## config.mk

```make
export PLATFORM = sky130hd
export DESIGN_NAME = positional_ordered_list_engine_core
export DESIGN_NICKNAME = d
export VERILOG_FILES = /design/src/sv/pole_pkg.sv /design/src/sv/positional_ordered_list_engine_core.sv
export SDC_FILE = /design/constraint.sdc
export NUM_CORES = 1
export LEC_CHECK = 0
export BUFFER_PORTS_ARGS = -buffer_cell sky130_fd_sc_hd__clkbuf_2
export CORE_MARGIN = 4
export CORE_UTILIZATION = 40
export DETAILED_ROUTE_END_ITERATION = 7
export SYNTH_ARGS = -nofsm -noshare
export SYNTH_HDL_FRONTEND = slang
export SYNTH_SLANG_ARGS = --single-unit
```

## constraint.sdc

```tcl
create_clock -name clk_i -period 8.9 [get_ports clk_i]
set_input_delay 1.78 -clock clk_i [delete_from_list [all_inputs] [get_ports clk_i]]
set_output_delay 1.78 -clock clk_i [all_outputs]
set_load 0.02 [all_outputs]
```

## src/sv/pole_pkg.sv

```systemverilog
// Package: types, codes and sizes shared by the list engine and its checker.
`timescale 1ns / 1ps
`default_nettype none
package pole_pkg;

  localparam int unsigned Capacity = 16;
  localparam int unsigned LenW     = $clog2(Capacity + 1);
  localparam int unsigned AddrW    = $clog2(Capacity);

  typedef enum logic [3:0] {
    OP_CLEAR      = 4'd0,
    OP_INS_FIRST  = 4'd1,
    OP_INS_AT     = 4'd2,
    OP_INS_MID    = 4'd3,
    OP_INS_LAST   = 4'd4,
    OP_READ_ALL   = 4'd5,
    OP_DEL_FIRST  = 4'd6,
    OP_DEL_AT     = 4'd7,
    OP_DEL_MID    = 4'd8,
    OP_DEL_LAST   = 4'd9,
    OP_DEL_VALUE  = 4'd10,
    OP_INS_SORTED = 4'd11,
    OP_REVERSE    = 4'd12,
    OP_DEDUP      = 4'd13,
    OP_SIZE       = 4'd14,
    OP_SEARCH     = 4'd15
  } op_e;

  typedef enum logic [2:0] {
    STAT_OK       = 3'd0,
    STAT_EMPTY    = 3'd1,
    STAT_BADPOS   = 3'd2,
    STAT_NOTFOUND = 3'd3,
    STAT_FULL     = 3'd4
  } stat_e;

  typedef enum logic [3:0] {
    S_IDLE,
    S_SCAN_RD,
    S_SCAN_EX,
    S_SHR_RD,
    S_SHR_WR,
    S_DEL_RD,
    S_DEL_CAP,
    S_SHL_RD,
    S_SHL_WR,
    S_REV_RDA,
    S_REV_RDB,
    S_REV_WRA,
    S_REV_WRB,
    S_FIN
  } state_e;

  typedef struct packed {
    op_e                opcode;
    logic signed [31:0] value;
    logic [7:0]         position;
  } cmd_t;

  typedef struct packed {
    stat_e              status;
    logic signed [31:0] value_out;
    logic [7:0]         index_out;
    logic [7:0]         count_out;
    logic               last;
  } res_t;

endpackage
`default_nettype wire

```

## src/sv/positional_ordered_list_engine_core.sv

```systemverilog
// Top level: bounded ordered list engine with a one-write, one-read entry memory and a sequencer.
// Clear and size go straight to the final state; shifts, scans and sorted insert
//   step through the entries (each entry moved: memory read, then write back).
// Throughput: one item at a time; busy_o stays high until the final result beat is
//   registered; read_all gives one beat per element, search one per match plus a count beat.
// Reset: rst_ni low clears the length and the sequencer; entry memory is not cleared.
// Results are one-cycle strobed beats; the receiver cannot stall them.
`timescale 1ns / 1ps
`default_nettype none
module positional_ordered_list_engine_core
  import pole_pkg::*;
(
  input  wire logic clk_i,
  input  wire logic rst_ni,
  input  wire logic start_i,
  input  wire cmd_t cmd_i,
  output logic      busy_o,
  output logic      res_valid_o,
  output res_t      res_o
);

  // Entry memory: one write and one registered read port.
  logic signed [31:0] mem [Capacity];
  logic signed [31:0] rdata_q;
  logic [AddrW-1:0]   rd_addr;
  logic               we;
  logic [AddrW-1:0]   wa;
  logic signed [31:0] wd;

  state_e state_q, state_d;

  op_e                op_q;
  logic signed [31:0] val_q;
  logic [LenW-1:0]    len_q, i_q, w_q, idx_q, cnt_q;
  logic signed [31:0] prev_q, tmp_q, vout_q;
  stat_e              st_q;
  res_t               res_q;
  logic               res_vld_q;

  logic            accept;
  logic            full;
  logic [LenW-1:0] half, mid_idx;
  logic [8:0]      pos_ext, len_p1;
  state_e          go_state;
  stat_e           go_st;
  logic [LenW-1:0] go_idx;
  logic            keep;
  logic            scan_more, shl_more, rev_more;
  logic            last_elem;

  assign accept   = start_i && (state_q == S_IDLE);
  assign full     = (len_q == LenW'(Capacity));
  assign half     = len_q >> 1;
  assign mid_idx  = (half == '0) ? LenW'(1) : half;
  assign pos_ext  = {1'b0, cmd_i.position};
  assign len_p1   = 9'(len_q) + 9'd1;
  assign scan_more = (i_q < len_q);
  assign shl_more  = ((LenW+1)'(i_q) + (LenW+1)'(1)) < (LenW+1)'(len_q);
  assign rev_more  = (i_q < half);
  assign last_elem = ((LenW+1)'(i_q) + (LenW+1)'(1)) == (LenW+1)'(len_q);
  // Dedup keeps the first element and any that differs from the last kept one;
  // delete-by-value keeps anything not equal to the operand.
  assign keep = (op_q == OP_DEDUP) ? ((i_q == '0) || (rdata_q != prev_q))
                                   : (rdata_q != val_q);

  // Decode a new command: pick the first sequencer step, error status and target index.
  always_comb begin
    go_state = S_FIN;
    go_st    = STAT_OK;
    go_idx   = '0;
    unique case (cmd_i.opcode)
      OP_CLEAR, OP_SIZE: go_state = S_FIN;
      OP_INS_FIRST: begin
        if (full) go_st = STAT_FULL;
        else go_state = S_SHR_RD;
      end
      OP_INS_AT: begin
        priority if (len_q == '0) go_st = STAT_EMPTY;
        else if (pos_ext < 9'd1 || pos_ext > len_p1) go_st = STAT_BADPOS;
        else if (full) go_st = STAT_FULL;
        else begin
          go_state = S_SHR_RD;
          go_idx   = LenW'(cmd_i.position - 8'd1);
        end
      end
      OP_INS_MID: begin
        if (full) go_st = STAT_FULL;
        else begin
          go_state = S_SHR_RD;
          go_idx   = (len_q == '0) ? '0 : mid_idx;
        end
      end
      OP_INS_LAST: begin
        if (full) go_st = STAT_FULL;
        else begin
          go_state = S_SHR_RD;
          go_idx   = len_q;
        end
      end
      OP_READ_ALL, OP_SEARCH: begin
        if (len_q == '0) go_st = STAT_EMPTY;
        else go_state = S_SCAN_RD;
      end
      OP_DEL_FIRST, OP_DEL_LAST, OP_DEL_MID: begin
        if (len_q == '0) go_st = STAT_EMPTY;
        else begin
          go_state = S_DEL_RD;
          if (cmd_i.opcode == OP_DEL_LAST) go_idx = len_q - LenW'(1);
          else if (cmd_i.opcode == OP_DEL_MID) go_idx = (len_q == LenW'(1)) ? '0 : mid_idx;
        end
      end
      OP_DEL_AT: begin
        priority if (len_q == '0) go_st = STAT_EMPTY;
        else if (pos_ext < 9'd1 || pos_ext > 9'(len_q)) go_st = STAT_BADPOS;
        else begin
          go_state = S_DEL_RD;
          go_idx   = LenW'(cmd_i.position - 8'd1);
        end
      end
      OP_DEL_VALUE, OP_DEDUP: go_state = S_SCAN_RD;
      OP_INS_SORTED: begin
        if (full) go_st = STAT_FULL;
        else go_state = S_SCAN_RD;
      end
      OP_REVERSE: go_state = S_REV_RDA;
      default: go_state = S_FIN;
    endcase
  end

  // Next state.
  always_comb begin
    state_d = state_q;
    unique case (state_q)
      S_IDLE:    if (start_i) state_d = go_state;
      S_SCAN_RD: begin
        if (scan_more) state_d = S_SCAN_EX;
        else if (op_q == OP_INS_SORTED) state_d = S_SHR_RD;
        else state_d = S_FIN;
      end
      S_SCAN_EX: begin
        priority if (op_q == OP_READ_ALL && last_elem) state_d = S_IDLE;
        else if (op_q == OP_INS_SORTED && (val_q < rdata_q)) state_d = S_SHR_RD;
        else state_d = S_SCAN_RD;
      end
      S_SHR_RD:  state_d = (i_q > idx_q) ? S_SHR_WR : S_FIN;
      S_SHR_WR:  state_d = S_SHR_RD;
      S_DEL_RD:  state_d = S_DEL_CAP;
      S_DEL_CAP: state_d = S_SHL_RD;
      S_SHL_RD:  state_d = shl_more ? S_SHL_WR : S_FIN;
      S_SHL_WR:  state_d = S_SHL_RD;
      S_REV_RDA: state_d = rev_more ? S_REV_RDB : S_FIN;
      S_REV_RDB: state_d = S_REV_WRA;
      S_REV_WRA: state_d = S_REV_WRB;
      S_REV_WRB: state_d = S_REV_RDA;
      S_FIN:     state_d = S_IDLE;
      default:   state_d = S_IDLE;
    endcase
  end

  // Memory port control.
  always_comb begin
    rd_addr = i_q[AddrW-1:0];
    we      = 1'b0;
    wa      = i_q[AddrW-1:0];
    wd      = rdata_q;
    unique case (state_q)
      S_SCAN_EX: begin
        we = keep && (op_q == OP_DEL_VALUE || op_q == OP_DEDUP);
        wa = w_q[AddrW-1:0];
      end
      S_SHR_RD: begin
        rd_addr = AddrW'(i_q - LenW'(1));
        we      = !(i_q > idx_q);
        wa      = idx_q[AddrW-1:0];
        wd      = val_q;
      end
      S_SHR_WR:  we = 1'b1;
      S_DEL_RD:  rd_addr = idx_q[AddrW-1:0];
      S_SHL_RD:  rd_addr = AddrW'(i_q + LenW'(1));
      S_SHL_WR:  we = 1'b1;
      S_REV_RDB: rd_addr = w_q[AddrW-1:0];
      S_REV_WRA: we = 1'b1;
      S_REV_WRB: begin
        we = 1'b1;
        wa = w_q[AddrW-1:0];
        wd = tmp_q;
      end
      default: ;
    endcase
  end

  always_ff @(posedge clk_i) begin
    rdata_q <= mem[rd_addr];
    if (we) mem[wa] <= wd;
  end

  always_ff @(posedge clk_i or negedge rst_ni) begin
    if (!rst_ni) begin
      state_q   <= S_IDLE;
      len_q     <= '0;
      res_vld_q <= 1'b0;
    end else begin
      state_q   <= state_d;
      res_vld_q <= 1'b0;
      unique case (state_q)
        S_IDLE: if (accept && cmd_i.opcode == OP_CLEAR) len_q <= '0;
        S_SCAN_RD: begin
          // End of a compaction pass: the write pointer is the new length.
          if (!scan_more && (op_q == OP_DEL_VALUE || op_q == OP_DEDUP)) len_q <= w_q;
        end
        S_SHR_RD:  if (!(i_q > idx_q)) len_q <= len_q + LenW'(1);
        S_SHL_RD:  if (!shl_more) len_q <= len_q - LenW'(1);
        default: ;
      endcase
      // Result beats.
      if (state_q == S_SCAN_EX && op_q == OP_READ_ALL) begin
        res_vld_q <= 1'b1;
      end else if (state_q == S_SCAN_EX && op_q == OP_SEARCH && rdata_q == val_q) begin
        res_vld_q <= 1'b1;
      end else if (state_q == S_FIN) begin
        res_vld_q <= 1'b1;
      end
    end
  end

  // Payload and loop registers.
  always_ff @(posedge clk_i) begin
    unique case (state_q)
      S_IDLE: begin
        op_q   <= cmd_i.opcode;
        val_q  <= cmd_i.value;
        st_q   <= go_st;
        idx_q  <= go_idx;
        vout_q <= '0;
        cnt_q  <= '0;
        w_q    <= (cmd_i.opcode == OP_REVERSE) ? len_q - LenW'(1) : '0;
        i_q    <= (go_state == S_SHR_RD) ? len_q : '0;
      end
      S_SCAN_RD: begin
        if (!scan_more) begin
          idx_q <= len_q;
          i_q   <= len_q;
          if (op_q == OP_DEL_VALUE && w_q == len_q) st_q <= STAT_NOTFOUND;
          if (op_q == OP_SEARCH && cnt_q == '0) st_q <= STAT_NOTFOUND;
        end
      end
      S_SCAN_EX: begin
        i_q <= i_q + LenW'(1);
        if (keep) begin
          w_q    <= w_q + LenW'(1);
          prev_q <= rdata_q;
        end
        if (op_q == OP_SEARCH && rdata_q == val_q) cnt_q <= cnt_q + LenW'(1);
        if (op_q == OP_INS_SORTED && (val_q < rdata_q)) begin
          idx_q <= i_q;
          i_q   <= len_q;
        end
        if (op_q == OP_READ_ALL) begin
          res_q <= '{STAT_OK, rdata_q, 8'(i_q) + 8'd1, 8'(len_q), last_elem};
        end else begin
          res_q <= '{STAT_OK, val_q, 8'(i_q) + 8'd1, 8'd0, 1'b0};
        end
      end
      S_SHR_WR:  i_q <= i_q - LenW'(1);
      S_DEL_CAP: begin
        vout_q <= rdata_q;
        i_q    <= idx_q;
      end
      S_SHL_WR:  i_q <= i_q + LenW'(1);
      S_REV_RDB: tmp_q <= rdata_q;
      S_REV_WRB: begin
        i_q <= i_q + LenW'(1);
        w_q <= w_q - LenW'(1);
      end
      S_FIN: begin
        res_q <= '{st_q, vout_q, 8'd0,
                   (op_q == OP_SEARCH) ? 8'(cnt_q) : 8'(len_q), 1'b1};
      end
      default: ;
    endcase
  end

  assign busy_o      = (state_q != S_IDLE);
  assign res_valid_o = res_vld_q;
  assign res_o       = res_q;

endmodule
`default_nettype wire

```

# After elaboration in Yosys (flattened, before gate mapping)
# Memory sizes are Yosys's and may differ from the RTL's. A register that Yosys moved wholly into a read port is not among the register bits.
# Cells that the tools add are included.
# W data, S select, Z words.
[totals] ff_bits=217 ram_bits=512 wordCells=213 memories=1
[classes] addsub=11 n_lt_le_gt_ge=8 n_eq_ne=51 muxes=73 n_reduce_logical=51
[memory_table] name="mem" depth=16 word_bits=32 read_ports=1 rd_clocked_by_memory_dff=1 wr=1 line_no="positional_ordered_list_engine_core.sv:23" source="logic signed [31:0] mem [Capacity];"
[ops] op="$pmux W32 S2" count=2
[ops] op="$pmux W52 S2" count=1
[ops] op="$mux W5" count=20
[ops] op="$eq A4 B4 Y1 const B" count=18
[ops] op="$mux W4" count=17
[ops] op="$ne A32 B32 Y1" count=2
[ops] op="$mux W49" count=1
[ops] op="$pmux W4 S12" count=1
[ops] op="$eq A4 B3 Y1 const B" count=9
[ops] op="$pmux W4 S9" count=1
[ops] op="$eq A32 B32 Y1" count=1
[ops] op="$lt A32 B32 Y1" count=1
[ops] op="$pmux W5 S3" count=2
[ops] op="$pmux W5 S6" count=1
[ops] op="$pmux W5 S5" count=1
[ops] op="$mux W3" count=8
[ops] op="$add A5 B1 Y5 const B" count=4
[ops] op="$eq A4 B2 Y1 const B" count=5
[ops] op="$logic_not A5 Y1" count=4
[ops] op="$pmux W5 S4" count=1
[ops] op="$sub A5 B1 Y5 const B" count=4
[ops] op="$add A5 B1 Y6 const B" count=3
[ops] op="$pmux W4 S4" count=1
[ops] op="$logic_and A1 B1 Y1" count=12
[ops] op="other kinds (36)" count=74

# Longest topological paths before layout
# Gate-level depths: netlist of the first run.
[logic_depth] word_depth=9 mapped_depth=13 ltp_nobuf=12

# Worst setup path after synthesis of the first run
# No wires, ideal clock.
[synth_path] path_kind="flip-flop to flip-flop" start="register i_q[0]" end="memory mem[12][0] (enable)" setup_time_ns=0.461 arrival_time_ns=5.620 required_ns=8.439 setup_slack_ns=2.819 stages_incl_launch_ff=11 path_cell_list="edfxtp_1 > buf_2 > inv_1 > ha_1 > nor4b_1 > nor4_1 > nand4_1 > o31ai_1 > nor2_1 > a31oi_2 > nor3_1"
[synth_between] elab_chain_len=7
[synth_lines] item="from (decl)" line_no="positional_ordered_list_engine_core.sv:34" source="logic [LenW-1:0] len_q, i_q, w_q, idx_q, cnt_q;"
[synth_lines] item="from (signal assigned)" line_no="positional_ordered_list_engine_core.sv:237" source="i_q <= (go_state == S_SHR_RD) ? len_q : '0;"
[synth_lines] item="from (signal assigned)" line_no="positional_ordered_list_engine_core.sv:242" source="i_q <= len_q;"
[synth_lines] item="from (signal assigned)" line_no="positional_ordered_list_engine_core.sv:248" source="i_q <= i_q + LenW'(1);"
[synth_lines] item="parallel branches: the longest is 7 deep, another holds $gt A5 B5 Y1"
[synth_lines] item="to (decl)" line_no="positional_ordered_list_engine_core.sv:23"
# Parallel ways; which one is timed is not known.

# Worst setup path in the final report of the first run
[layout_path] start="register i_q[0]" end="memory mem[2][2] (enable)"
# The elaborated chain is that of the path after synthesis.

==> results.sh, run 1 <==
export IMPL_outcome="finished clean"
export IMPL_cts_tree="done"
export IMPL_cts_hold_buf=0
export IMPL_avgSynthCellArea_sq_um=12.27
export IMPL_drv_cap=0
export IMPL_cp_max_fo=34
export IMPL_cts_root_buf="clkbuf_16"
export IMPL_grt_overflow=0
export IMPL_first_iter_violations=2168
export IMPL_power_density_nw_per_um2=423.2
export IMPL_cp_end_kind="flop"
export IMPL_via_per_inst=5.672
export IMPL_setup_ws_ns=4.034
export IMPL_synth_seq_area_share=0.6741
export IMPL_io_pins=101
export IMPL_worst_pin_slew_ns=1.242
export IMPL_clk_latency_ns=0.62
export IMPL_finalCritPeriodShare=0.5468
export IMPL_ys_types=79
export IMPL_dp_slack_ns=3.951
export IMPL_syn_area_sq_um=33130
export IMPL_diodes=0
export IMPL_relSlewSlack=0.1719
export IMPL_ant_nets=0
export IMPL_period_needed_ns=4.866
export IMPL_dp_hpwl_mm=52.97
export IMPL_die_h_microns=295.8
export IMPL_grt_max_degree=215
export IMPL_fmax_ghz=0.2055
export IMPL_cp_start_kind="flop"
export IMPL_num_rows=105
export IMPL_worstPathRequired_ns=9.11
export IMPL_cts_sinks=756
export IMPL_post_drt_wl_per_cell_microns=22.18
export IMPL_portBuffers=95
export IMPL_holdCritPathClass="flop to flop"
export IMPL_synth_warning_count=0
export IMPL_path_common_cell="nor2_4"
export IMPL_synth_edff_count=714
export IMPL_path_clk_slew_ns=0.06
export IMPL_worstPathArrival_ns=5.07
export IMPL_numCtsBuffers=77
export IMPL_gp_congestion=0.8716
export IMPL_syn2layout_area_growth_pct=12.27
export IMPL_initial_core_util=0.4034
export IMPL_dieArea_sq_um=87490
export IMPL_synth_seq_cells=756
export IMPL_drc_errors=0
export IMPL_cts_resized_gates=0
export IMPL_final_max_slew_violation_count=0
export IMPL_cpPeakStageDelay_ns=1.04
export IMPL_hold_viol_final=0
export IMPL_vias=22019
export IMPL_grt_pass1_wl_mm=130.1
export IMPL_path_cells="inv_1 -> ha_1 -> nor4b_1 -> nor4_1 -> nand4_1 -> o31ai_1 -> nor2_4 -> a31oi_2 -> nor2_4"
export IMPL_slowest_stage="nor2_4"
export IMPL_finalClockSkew_ns=0.02752
export IMPL_wl_mm=86.11
export IMPL_postCtsSetupBuffers=0
export IMPL_final_layout_size_suffix_gt1_frac=0.1092
export IMPL_setup_violations=0
export IMPL_synth_main_ff_cell="edfxtp_1"
export IMPL_ir_drop_uv=503.8
export IMPL_htreeDepth=3
export IMPL_ff2ff_path_depth=9
export IMPL_worstSetupPathType="flop to flop"
export IMPL_setup_tns_ns=0
export IMPL_rsz0062_at_grt="no"
export IMPL_grt_pass1_vias=20813
export IMPL_core_sq_um=82110
export IMPL_first_pass_iters=6
export IMPL_power_leakage_nw=13.15
export IMPL_clk_path_buf_depth=3
export IMPL_die_w_microns=295.8
export IMPL_grt_util_all_layers=0.1933
export IMPL_final_nets=2873
export IMPL_hold_depth=1
export IMPL_synthArstFlopShare=0.01323
export IMPL_grt_antenna_before_repair=2
export IMPL_syn_inst=2699
==> final timing paths <==
check	from	end	slack (ns)
setup / recovery	i_q[0]	mem[2][2]	4.03
hold / removal	st_q[2]	res_o[51]	0.53
setup reg to reg	i_q[0]	mem[2][2]	4.03
hold reg to reg	st_q[2]	res_o[51]	0.53
max in group asynchronous	rst_ni	len_q[0]	7.52
min in group asynchronous	rst_ni	res_valid_o	1.09
==> area by class of cell <==
class                   instances  area, sq um
repair buffers                141        845.8
well taps                    1070         1339
flip-flops and latches        756        22330
clock inverters                35        462.9
multi-input cells            1715         9894
inverters                      61        229.0
clock buffers                 104         2088
fillers                      7291        44920
==> registers in the layout, indices dropped and copies added (netlist names) <==
signal,cells
op_q,4
rdata_q,32
tmp_q,32
vout_q,32
i_q,5
mem,512
state_q,4
cnt_q,5
prev_q,32
len_q,5
res_valid_o,1
val_q,32
st_q,3
idx_q,5
res_o,47
w_q,5
==> report_power, final <==
group | switching, mW | leakage (nW) | total, mW | internal (mW)
logic | 4.65 | 5.01 | 6.55 | 1.90
clock network | 1.33 | 1.25 | 3.27 | 1.95
registers | 0.560 | 6.89 | 5.92 | 5.35
==> cells in the mapped netlist (18+ instances only) <==
cell type | count | share of area
a21oi_1 | 119 | 0.018
xor2_1 | 38 | 0.010
nor2_1 | 91 | 0.010
mux2i_1 | 31 | 0.0094
a22oi_1 | 46 | 0.010
inv_1 | 57 | 0.0065
clkbuf_1 | 61 | 0.0069
dfxtp_1 | 32 | 0.019
xnor2_1 | 19 | 0.0050
nand3_1 | 157 | 0.024
buf_2 | 79 | 0.012
a311oi_1 | 96 | 0.025
a31oi_1 | 40 | 0.0076
nand2_1 | 633 | 0.072
buf_4 | 18 | 0.0041
edfxtp_1 | 714 | 0.65
and3_1 | 66 | 0.012
ha_1 | 73 | 0.028
nor3_1 | 61 | 0.0092
o21ai_0 | 44 | 0.0066
==> layout by cell type (no fill, tap or decap), types with 12 or more instances in the layout <==
master	instances
clkbuf_1	21
a21oi_1	118
clkbuf_16	77
nor2b_1	12
xnor2_1	19
mux2i_1	31
nor3_2	14
a311oi_1	96
nor4_1	13
nand3_1	156
nor2_1	86
dfxtp_1	32
nand2_1	632
ha_1	73
and2_1	12
buf_4	44
nor3_1	47
o21ai_0	43
inv_1	57
and3_1	66
nand2b_1	13
nand4_1	13
xor2_1	38
a22oi_1	46
edfxtp_1	714
clkbuf_2	95
a31oi_1	40
==> routing by layer <==
| layer | GRT usage | vias to the layer above | share of wire | wire (microns) |
|---|---|---|---|---|
| met1 | 0.2803 | 10922 | 0.44 | 37750 |
| met2 | 0.3029 | 858 | 0.46 | 39460 |
| met3 | 0.02936 | 119 | 0.080 | 6862 |
| met5 | 0 | - | 0 | 0 |
| met4 | 0.05827 | 0 | 0.024 | 2041 |
| li1 | - | 10120 | - | - |
==> worst max-delay path, delay by kind of cell (launching register included) <==
family                   cells  cell delay (ns)
AO/OA/AOI/OAI                2             0.64
adder cells (fa/ha/maj)      1             0.21
buffers and inverters        1             0.44
flip-flops                   1             0.62
AND/OR/NAND/NOR              5             2.52
==> logic make-up (layout without fill, tap and decap cells) <==
kind of cell               Yosys count  after routing  synth area share
buffers and inverters              232            341           0.03244
xor gates and xnor gates            57             57           0.01507
other                                1              5         0.0001132
DFF                                756            756            0.6741
and+or+nand+nor                   1099           1099            0.1457
adders and majority gates           74             74           0.02818
muxes                               33             33           0.01005
AOI/OAI and AO/OA                  447            447           0.09431
==> through the flow <==
step,hold WS [ns],power (mW),std cells,area [sq um],util
after floorplan,0.4963,10.42,2703,33140,-
after global placement,0.4988,12.32,3743,34640,0.4219
after detailed placement,0.5134,12.50,3743,34640,0.4219
after CTS,0.5266,15.79,3882,37190,0.4529
after global routing,0.5496,16.71,3882,37190,0.4529
final,0.5253,15.74,3882,37190,0.4529
Note: power is estimated with default switching activity, not from simulation.
==> run 2: changes to the inputs <==
Settings changed: ABC_AREA from default to 1.
Clock period 8.9 ns to 4.1 ns, I/O delays scaled along.
==> run 2 against run 1 <==
Compared with the run above:
- worst hold slack got worse by 0.43 ns
- worst setup slack worse by 3.6 ns
- critical endpoint is now mem[8][21]
- first-iteration DRC count rose by 2.0%
- critical path depth is 5 higher
- synthesized cell count grew 5.2%
==> results.sh, run 2 <==
export IMPL_hold_viol_final=0
export IMPL_fmax_ghz=0.2724
export IMPL_crit_buf_inv=2
export IMPL_yosys_top_cells_area="edfxtp_1 65%, nor2_1 4.9%, nand2_1 3.7%"
export IMPL_worst_pin_slew_ns=1.187
export IMPL_worstPathArrival_ns=3.90
export IMPL_final_layout_size_suffix_gt1_frac=0.1266
export IMPL_ys_types=53
export IMPL_die_h_microns=295.8
export IMPL_slowest_stage="nor2_4"
export IMPL_finalCritPeriodShare=0.8954
export IMPL_syn2layout_area_growth_pct=14.45
export IMPL_synth_edff_count=714
export IMPL_path_common_cell="nand2_1"
export IMPL_worstSetupPathType="flop to flop"
export IMPL_via_per_inst=5.469
export IMPL_worstPathRequired_ns=4.33
export IMPL_ant_nets=0
export IMPL_cp_top_family="simple AND/OR/NAND/NOR gates"
export IMPL_reg2reg_setup_slack_ns=0.43
export IMPL_postCtsSetupBuffers=0
export IMPL_grt_overflow=0
export IMPL_portBuffers=95
export IMPL_drc_errors=0
export IMPL_grt_max_degree=80
export IMPL_largest_reg_flops=512
export IMPL_clk_latency_ns=0.64
export IMPL_cts_hold_buf=0
export IMPL_grt_pass1_wl_mm=135.9
export IMPL_yosysMostFrequentCell="edfxtp_1"
export IMPL_setup_violations=0
export IMPL_drv_cap=0
export IMPL_wl_mm=91.13
export IMPL_synthArstFlopShare=0.01323
export IMPL_cp_start_kind="flop"
export IMPL_numCtsBuffers=81
export IMPL_grt_antenna_before_repair=1
export IMPL_rsz0062_at_grt="no"
export IMPL_first_iter_violations=2211
export IMPL_initial_core_util=0.4034
export IMPL_cts_sinks=756
export IMPL_final_common_cell="edfxtp_1"
export IMPL_cpPeakStageDelay_ns=0.99
export IMPL_ff2ff_path_depth=14
export IMPL_first_pass_iters=5
export IMPL_grt_util_all_layers=0.2045
export IMPL_cp_end_kind="flop"
export IMPL_clk_path_buf_depth=3
export IMPL_dp_hpwl_mm=59.78
export IMPL_final_max_slew_violation_count=0
export IMPL_layout_common_cells="714 x edfxtp_1, 414 x nor2_1, 329 x nand2_1, 236 x nand3_1, 164 x o211ai_1"
export IMPL_syn_area_sq_um=33130
export IMPL_num_rows=105
export IMPL_yosysTopAreaCellShare=0.6472
export IMPL_cts_tree="done"
export IMPL_synth_warning_count=0
export IMPL_regMostFlops="mem"
export IMPL_gp_congestion=0.9206
export IMPL_synth_top_cell_by_area="edfxtp_1"
export IMPL_cts_root_buf="clkbuf_16"
export IMPL_synth_main_ff_cell="edfxtp_1"
export IMPL_setup_tns_ns=0
export IMPL_finalClockSkew_ns=0.02397
export IMPL_core_sq_um=82110
export IMPL_path_clk_slew_ns=0.06
export IMPL_final_nets=3092
export IMPL_path_cells="inv_1 -> ha_1 -> nand2_1 -> nor2_1 -> nand4_1 -> nor4_1 -> buf_4 -> nand3_1 -> nand2_1 -> nor2_4 -> nand2_1 -> nand3_1 -> nand2_1 -> nor2_4"
export IMPL_rr_endpoint="mem[8][21]"
export IMPL_post_drt_wl_per_cell_microns=22.20
export IMPL_synth_seq_area_share=0.6741
export IMPL_avgSynthCellArea_sq_um=11.67
export IMPL_cp_max_fo=32
export IMPL_period_needed_ns=3.671
export IMPL_ys_top_cells_by_count="714 x edfxtp_1, 431 x nor2_1, 330 x nand2_1"
export IMPL_dieArea_sq_um=87490
export IMPL_io_pins=101
export IMPL_relSlewSlack=0.2066
export IMPL_cts_resized_gates=0
export IMPL_syn_inst=2839
export IMPL_reg2reg_from="rdata_q[7]"
export IMPL_die_w_microns=295.8
export IMPL_synth_seq_cells=756
export IMPL_vias=22450
export IMPL_htreeDepth=3
export IMPL_grt_pass1_vias=21661
export IMPL_holdCritPathClass="input pin to asynchronous set/reset pin"
export IMPL_outcome="finished clean"
==> run 2: cell count changes in the layout (fill, tap and decap cells not counted), sizes merged, moves of 93 or more <==
cell and delta:
a311oi -94, inv +93, nand2 -299, nor2 +346, o211ai +159, o21ai +123
or2 +125
==> run 2: area by class of cell <==
cell class                      count  area (sq um)
Multi-Input combinational cell   1785          9737
Timing Repair Buffer              189          1356
Clock inverter                     48         400.4
Sequential cell                   756         22330
Tap cell                         1070          1339
Fill cell                        7324         44190
Antenna cell                        1         2.502
Inverter                          158         598.1
Clock buffer                       98          2151
==> run 2: cell families after synthesis <==
group / synth area share
AND/OR/NAND/NOR: 0.1594
adder cells (fa/ha/maj): 0.02818
flip-flops: 0.6741
XOR/XNOR: 0.01243
buffers and inverters: 0.03815
other: 0.0001132
AO/OA/AOI/OAI: 0.08763
==> run 2: per-stage QoR <==
stage	setup slack [ns]	instance area, sq um	instances	utilization	hold slack [ns]
after floorplan	-0.1337	33140	2843	-	0.4478
after global placement	0.5152	35360	3958	0.4307	0.4600
after detailed placement	0.4067	35360	3958	0.4307	0.4794
after CTS	0.3867	37910	4104	0.4617	0.07471
after global routing	0.1292	37910	4104	0.4617	0.09268
final	0.4289	37920	4105	0.4618	0.09809
==> run 2: worst register-to-register path: stages, from the launching register on <==
cell and delay (ns):
dfxtp_1 0.41, inv_1 0.10, ha_1 0.32, nand2_1 0.10
nor2_1 0.07, nand4_1 0.10, nor4_1 0.06, buf_4 0.16
nand3_1 0.07, nand2_1 0.11, nor2_4 0.11, nand2_1 0.05
nand3_1 0.23, nand2_1 0.35, nor2_4 1.00
==> run 2: worst max path at each step <==
| stage | from | to | slack [ns] | cells past startpoint |
|---|---|---|---|---|
| 4_1_cts | rdata_q[31] | mem[8][21] | 0.39 | 13 |
| 3_5_place_dp | rdata_q[31] | mem[8][13] | 0.41 | 13 |
| 6_report | rdata_q[7] | mem[8][21] | 0.43 | 14 |
| 2_1_floorplan | i_q[0] | mem[0][0] | -0.13 | 13 |
| 5_1_grt | rdata_q[31] | mem[8][26] | 0.13 | 13 |
| 3_3_place_gp | rdata_q[31] | mem[9][5] | 0.52 | 13 |
==> run 2: metal layers <==
layer / track usage / vias up / wire (microns)
met5: 0 / - / 0
met4: 0.06667 / 0 / 2752
met2: 0.3102 / 814 / 40300
li1: - / 10439 / -
met3: 0.03939 / 177 / 6643
met1: 0.2981 / 11020 / 41430
Power of run 2 is left out: the tool's default activity adds up to more than one toggle a clock period on the data nets, which glitch-free logic cannot reach.
